<file path="src/rtl/qte_pkg.sv">
// ----------------------------------------------------------------------------
// qte_pkg: shared constants and tables for the quaternion to Euler converter
// Holds the CORDIC arctangent table, pipeline depths and fixed widths.
// ----------------------------------------------------------------------------
package qte_pkg;

  localparam int DATA_WIDTH_DEF   = 16;
  localparam int CORDIC_STAGES    = 30;
  localparam int NORM_RIGHT_CELLS = 7;
  localparam int NORM_LEFT_CELLS  = 5;
  localparam int VEC_LAT          = 1 + NORM_RIGHT_CELLS + NORM_LEFT_CELLS + CORDIC_STAGES;
  localparam int ISQRT_CELLS      = 31;
  localparam int ISQRT_W          = 61;
  localparam int ANGLE_W          = 32;
  localparam int NORM_W           = 32;
  localparam int CORDIC_W         = 33;
  localparam int NORM_EXP         = 30;

  function automatic logic [ANGLE_W-1:0] atan_turn(input int idx);
    logic [ANGLE_W-1:0] a;
    case (idx)
      0:  a = 32'h20000000;
      1:  a = 32'h12E4051E;
      2:  a = 32'h09FB385B;
      3:  a = 32'h051111D4;
      4:  a = 32'h028B0D43;
      5:  a = 32'h0145D7E1;
      6:  a = 32'h00A2F61E;
      7:  a = 32'h00517C55;
      8:  a = 32'h0028BE53;
      9:  a = 32'h00145F2F;
      10: a = 32'h000A2F98;
      11: a = 32'h000517CC;
      12: a = 32'h00028BE6;
      13: a = 32'h000145F3;
      14: a = 32'h0000A2FA;
      15: a = 32'h0000517D;
      16: a = 32'h000028BE;
      17: a = 32'h0000145F;
      18: a = 32'h00000A30;
      19: a = 32'h00000518;
      20: a = 32'h0000028C;
      21: a = 32'h00000146;
      22: a = 32'h000000A3;
      23: a = 32'h00000051;
      24: a = 32'h00000029;
      25: a = 32'h00000014;
      26: a = 32'h0000000A;
      27: a = 32'h00000005;
      28: a = 32'h00000003;
      29: a = 32'h00000001;
      default: a = 32'h00000000;
    endcase
    return a;
  endfunction

  function automatic int right_shift(input int k);
    return (k < NORM_RIGHT_CELLS - 1) ? (32 >> k) : 1;
  endfunction

  function automatic int left_shift(input int k);
    return 16 >> k;
  endfunction

endpackage

</file>
<file path="src/rtl/qte_isqrt_cell.sv">
// ----------------------------------------------------------------------------
// qte_isqrt_cell: one digit step of the integer square root
// Settles one result bit and carries a tag word along with the item.
// ----------------------------------------------------------------------------
module qte_isqrt_cell import qte_pkg::*; #(
  parameter int BIT_POS = 60,
  parameter int TAG_W   = 32
) (
  input  logic                     clk,
  input  logic                     en,
  input  logic [ISQRT_W-1:0]       v_in,
  input  logic [ISQRT_W-1:0]       r_in,
  input  logic signed [TAG_W-1:0]  tag_in,
  output logic [ISQRT_W-1:0]       v_out,
  output logic [ISQRT_W-1:0]       r_out,
  output logic signed [TAG_W-1:0]  tag_out
);

  localparam logic [ISQRT_W-1:0] BIT_V = ISQRT_W'(64'd1 << BIT_POS);

  logic [ISQRT_W-1:0]      trial, v_nxt, r_nxt;
  logic [ISQRT_W-1:0]      v_r, r_r;
  logic signed [TAG_W-1:0] tag_r;

  always_comb begin
    trial = r_in + BIT_V;
    if (v_in >= trial) begin
      v_nxt = v_in - trial;
      r_nxt = (r_in >> 1) + BIT_V;
    end else begin
      v_nxt = v_in;
      r_nxt = r_in >> 1;
    end
  end

  always_ff @(posedge clk) begin
    if (en) begin
      v_r   <= v_nxt;
      r_r   <= r_nxt;
      tag_r <= tag_in;
    end
  end

  assign v_out   = v_r;
  assign r_out   = r_r;
  assign tag_out = tag_r;

endmodule

</file>
<file path="config.mk">
export PLATFORM = sky130hd
export DESIGN_NAME = qte_isqrt_cell
export DESIGN_NICKNAME = d
export VERILOG_FILES = /design/src/rtl/qte_pkg.sv /design/src/rtl/qte_isqrt_cell.sv
export SDC_FILE = /design/constraint.sdc
export NUM_CORES = 1
export LEC_CHECK = 0
export BUFFER_PORTS_ARGS = -buffer_cell sky130_fd_sc_hd__buf_2
export CORE_MARGIN = 2
export CORE_UTILIZATION = 45
export CTS_CLUSTER_DIAMETER = 200
export CTS_CLUSTER_SIZE = 30
export DETAILED_ROUTE_END_ITERATION = 12
export PLACE_DENSITY = 0.78
export SETUP_SLACK_MARGIN = 0.4
export SLEW_MARGIN = 0
export SYNTH_ARGS = -nofsm -noshare
export SYNTH_HDL_FRONTEND = slang
export SYNTH_SLANG_ARGS = --single-unit
export TNS_END_PERCENT = 100
</file>
<file path="constraint.sdc">
create_clock -name clk -period 9.3 [get_ports clk]
set_clock_uncertainty 0.05 [all_clocks]
set_input_delay 1.395 -clock clk [delete_from_list [all_inputs] [get_ports clk]]
set_output_delay 1.395 -clock clk [all_outputs]
set_load 0.03 [all_outputs]
</file>
=== After elaboration in Yosys (flattened, before gate mapping) ===
Index checks and enable logic that the tools add are counted.

* Register bits: 154
* Output and inout port bits: 154
* Logic and storage cells: 10

* Add/sub/neg operators: 3
* Magnitude comparators: 1
* Muxes and demuxes: 2

{| class="wikitable"
|+ Operator list
! cell !! number
|-
| 60-bit by 61-bit adder with 61-bit output, second input constant || 1
|-
| 61-bit adder, second input constant || 1
|-
| 61-bit >= comparator || 1
|-
| 61-bit 2-to-1 mux || 1
|-
| 61-bit subtractor || 1
|-
| 60-bit 2-to-1 mux || 1
|}

=== Longest topological paths before layout ===
* Word-level depth: 3
* Depth in mapped cells: 16
* Gate-level depth less buffers: 13

=== Worst setup path before layout ===
OpenSTA, ideal clock, no wires.

* Path kind: input to register
* Start: in v_in[0]
* End: reg v_r[58] (netlist: v_out[58]) (data pin)
* Library setup time: 0.260 ns
* Arrival: 3.919 ns
* Required time: 8.990 ns
* Path slack: 5.072 ns
* Stages on the path: 13
* Buffers on the path: 0
* Cells stage by stage: inv_1 > ha_1 > fa_1 > nor2b_1 > o31a_1 > o31a_1 > o2111ai_2 > a32o_2 > o41ai_2 > a31oi_2 > o31ai_2 > xor2_1 > mux2_2

* Longest elaborated chain between the ends: 2
* Elaborated cells between the ends (all ways): 3

{| class="wikitable"
|+ RTL lines
! item !! line !! source
|-
| start: declaration || qte_isqrt_cell.sv:11 || <nowiki>input logic [ISQRT_W-1:0] v_in,</nowiki>
|-
| 61-bit subtractor or 61-bit >= comparator (tied branches) || qte_isqrt_cell.sv:28, qte_isqrt_cell.sv:27 ||
|-
| 61-bit 2-to-1 mux * || qte_isqrt_cell.sv:27 || <nowiki>if (v_in >= trial) begin</nowiki>
|-
| named net v_nxt[58] || qte_isqrt_cell.sv:21 || <nowiki>logic [ISQRT_W-1:0] trial, v_nxt, r_nxt;</nowiki>
|-
| end signal: assignment || qte_isqrt_cell.sv:38 || <nowiki>v_r <= v_nxt;</nowiki>
|-
| end: declaration || qte_isqrt_cell.sv:22 || <nowiki>logic [ISQRT_W-1:0] v_r, r_r;</nowiki>
|}

Mark *: on every way through the listed nets, which the timed path passes. The rest lies on a longest branch.
A chain may end at the register's enable or synchronous reset.

=== Final worst setup path ===
* Start: in r_in[30]
* End: reg v_r[31] (netlist: v_out[31]) (data pin)

* Longest elaborated chain between the ends: 3
* Elaborated cells between the ends (all ways): 4

{| class="wikitable"
|+ RTL lines
! item !! line !! source
|-
| start: declaration || qte_isqrt_cell.sv:12 || <nowiki>input logic [ISQRT_W-1:0] r_in,</nowiki>
|-
| 61-bit adder * || qte_isqrt_cell.sv:26 || <nowiki>trial = r_in + BIT_V;</nowiki>
|-
| 61-bit subtractor or 61-bit >= comparator (tied branches) || qte_isqrt_cell.sv:28, qte_isqrt_cell.sv:27 ||
|-
| 61-bit 2-to-1 mux * || qte_isqrt_cell.sv:27 ||
|-
| named net v_nxt[31] || qte_isqrt_cell.sv:21 ||
|}

Marks and branches as above.

==> key figures <==
Floorplanning
  • Initial core utilization: 45.5%
  • Width of the chip: 149 µm
  • Die H: 149 µm
  • Top-Level Pins: 310
  • Row cnt: 53
  • Full die area: 22,300 µm²
  • Core Box Area: 20,900 µm²

Synth
  • Distinct cells, synth: 67
  • Ys flop type: edfxtp_1
  • Cell count after synthesis: 878
  • Synth Net Count: 1,096
  • Count of flip-flops with a built-in enable after synthesis: 154
  • Ys Warns: 0
  • Area of the mapped netlist: 9500 µm²
  • Synth top cells by count: edfxtp_1 (154), a21oi_1 (87), inv_1 (70), nor2_1 (67), ha_1 (61)
  • Post-synth top area share: 48.7%
  • Avg Cell Area, Syn: 10.8 µm²
  • Top-count cell post-synth: edfxtp_1
  • Post-synthesis register bit count: 154
  • Sequential share of the synthesized area: 48.7%
  • Largest cells by area after synthesis: edfxtp_1 (49%), ha_1 (8.0%), a21oi_1 (4.6%), inv_1 (2.8%), xor2_1 (2.8%)
  • FFs w/ async S/R, synth: 0%
  • Largest area contributor in the netlist: edfxtp_1

Final layout
  • Share of cells above drive strength 1: 36.0%
  • NumNets Final: 1,382
  • Filler cells: 1,830
  • Final design utilization: 56.0%
  • Area delta synth->final: 23.3%
  • Fin area: 11,700 µm²

Route
  • DRT iter0 DRCs: 487
  • Antenna-violating nets left: 0
  • Final wirelength: 25.0 mm
  • Vias post-DR: 7,800
  • DRC: 0
  • TritonRoute pass-1 iters: 5
  • Mean routed wirelength per cell: 17.2 µm
  • Average vias per placed instance: 5.36

GRT
  • Busiest grt layer: met2
  • Vias in the first global route: 7,397
  • Grt met2 use: 35.9%
  • Grt ovf: 0
  • GRT met3 Usage: 5.57%
  • Largest net degree at the start of global routing: 99
  • Total GRT Usage: 21.8%
  • Antenna violations before repair: 4
  • Grt met1 use: 28.4%
  • First-pass GRT wire length: 38.1 mm

Job
  • Max-cap viol count: 0

Placement
  • GPL Wtd Cong: 0.915
  • Dpl hpwl: 19.1 mm
  • Placed inst area: 11,100 µm²
  • Port Buf Inserts: 309

Setup path
  • Critical Path End Type: flop
  • Worst path max stage delay: 0.69 ns
  • Delay-heaviest family, CP: simple AND/OR/NAND/NOR gates
  • CP arrival: 5.24 ns
  • Critical path buffers and inverters: 3
  • Worst setup path start: r_in[30]
  • Critical Path Stages: 13
  • Crit-path slowest cell: buf_4
  • CP startpoint kind: primary input
  • Req. time, crit path: 9.43 ns
  • Most frequent cell on the critical path: nor3_2
  • Crit path max fanout: 57
  • Crit path kind: primary input to flop
  • Crit-path cells: buf_2, inv_1, ha_1, nand2_2, nor2_1, nand4_1, or3_1, nor3_2, and4b_1, nor3_2, or2_4, buf_4, mux2_2

Timing
  • Setup TNS: 0 ns
  • Final Hold Fails: 0
  • Final period utilization: 54.9%
  • Tmin final: 5.11 ns
  • Worst Max-Slew Pin Slew: 0.920 ns
  • Setup-failing EPs final: 0
  • Achievable Freq: 196 MHz
  • Unrepaired setup endpoints after global routing: no
  • Slew Viols, Final: 0
  • Slew HR: 38.6%

CTS
  • TritonCTS clock tree: yes
  • Clock buffer depth: 2
  • Clock transition at the registers of the reported paths: 0.07 ns
  • CTS Root Cell: clkbuf_16
  • Clk sinks: 154
  • Post-CTS setup buffer count: 0
  • Depth of the CTS H-tree: 4
  • TritonCTS Buffers: 17
  • PostCTS Resize Cnt: 0
  • Hold_buf cts: 0

Power
  • Pwr dens: 189 nW/µm²
  • Pleak: 5.17 nW
  • VDD IR-drop max: 0.116 mV

Hold path
  • Hold Crit Start: tag_in[4]
  • Hold Path Cell Cnt: 1
  • Worst min path class: primary input to flop
  • Hold worst-path end: tag_out[4]$_DFFE_PP_

Run status
  • Status: complete, no violations
==> state kept, by name (all words and copies together) (netlist names) <==
register	flops
v_out	61
r_out	61
tag_out	32
==> placed cells by master (no fill, tap or decap), types with 28 or more instances in the layout <==
master    netlist  layout
a21o_1         32      32
a21oi_1        87      87
a21oi_2        28      28
buf_2          16     308
edfxtp_1      154     154
ha_1           61      61
inv_1          70      70
nand2_1        54      54
nor2_1         67      67
xor2_1         30      30
==> cell families (layout without fill, tap and decap cells) <==
| family | count (synthesis) | count (layout) | synth area share (%) |
|---|---|---|---|
| other | 0 | 4 | 0 |
| XOR/XNOR | 57 | 57 | 5.26 |
| AO/OA/AOI/OAI | 246 | 246 | 17.6 |
| multiplexers | 19 | 19 | 2.25 |
| adder cells (fa/ha/maj) | 62 | 62 | 8.25 |
| AND/OR/NAND/NOR | 226 | 226 | 12.0 |
| buffers and inverters | 114 | 413 | 5.89 |
| flip-flops | 154 | 154 | 48.7 |
==> where the power goes <==
part / internal (mW) / switching [mW] / leakage (nW)
combinational: 0.219 / 0.429 / 3.38
clock: 0.379 / 0.319 / 0.280
sequential: 0.854 / 0.0155 / 1.51
==> how the worst max path moves through the flow <==
stage	to	slack (ns)
floorplan	v_out[58]$_DFFE_PP_	5.07
global placement	v_out[33]$_DFFE_PP_	3.81
detailed placement	v_out[34]$_DFFE_PP_	3.74
CTS	v_out[31]$_DFFE_PP_	4.17
global route	v_out[31]$_DFFE_PP_	3.88
finish	v_out[31]$_DFFE_PP_	4.19
==> cell type report <==
cell class              count  area [µm²]  share of cell area, %
multi-input cells         610        4320                   36.9
repair buffers            311        1570                   13.4
clock buffers              17         425                   3.63
clock inverters            15         155                   1.33
inverters                  70         263                   2.24
flip-flops and latches    154        4620                   39.5
well taps                 275         344                   2.94
diodes                      4        10.0                 0.0855
==> layer usage <==
layer	vias up	part of all wire, %
met5	-	0
met1	3613	43
met3	46	7.7
met4	0	2.2
li1	3781	-
met2	360	48
==> per-stage QoR <==
step | total power, mW | cells | worst slack [ns] | hold slack (ns)
floorplan | 1.35 | 878 | 5.07 | 1.44
global placement | 1.52 | 1420 | 3.81 | 1.52
detailed placement | 1.53 | 1420 | 3.74 | 1.52
CTS | 2.23 | 1452 | 4.17 | 1.07
global route | 2.31 | 1454 | 3.88 | 1.06
finish | 2.22 | 1456 | 4.19 | 1.08
(Power assumes the default switching activity.)
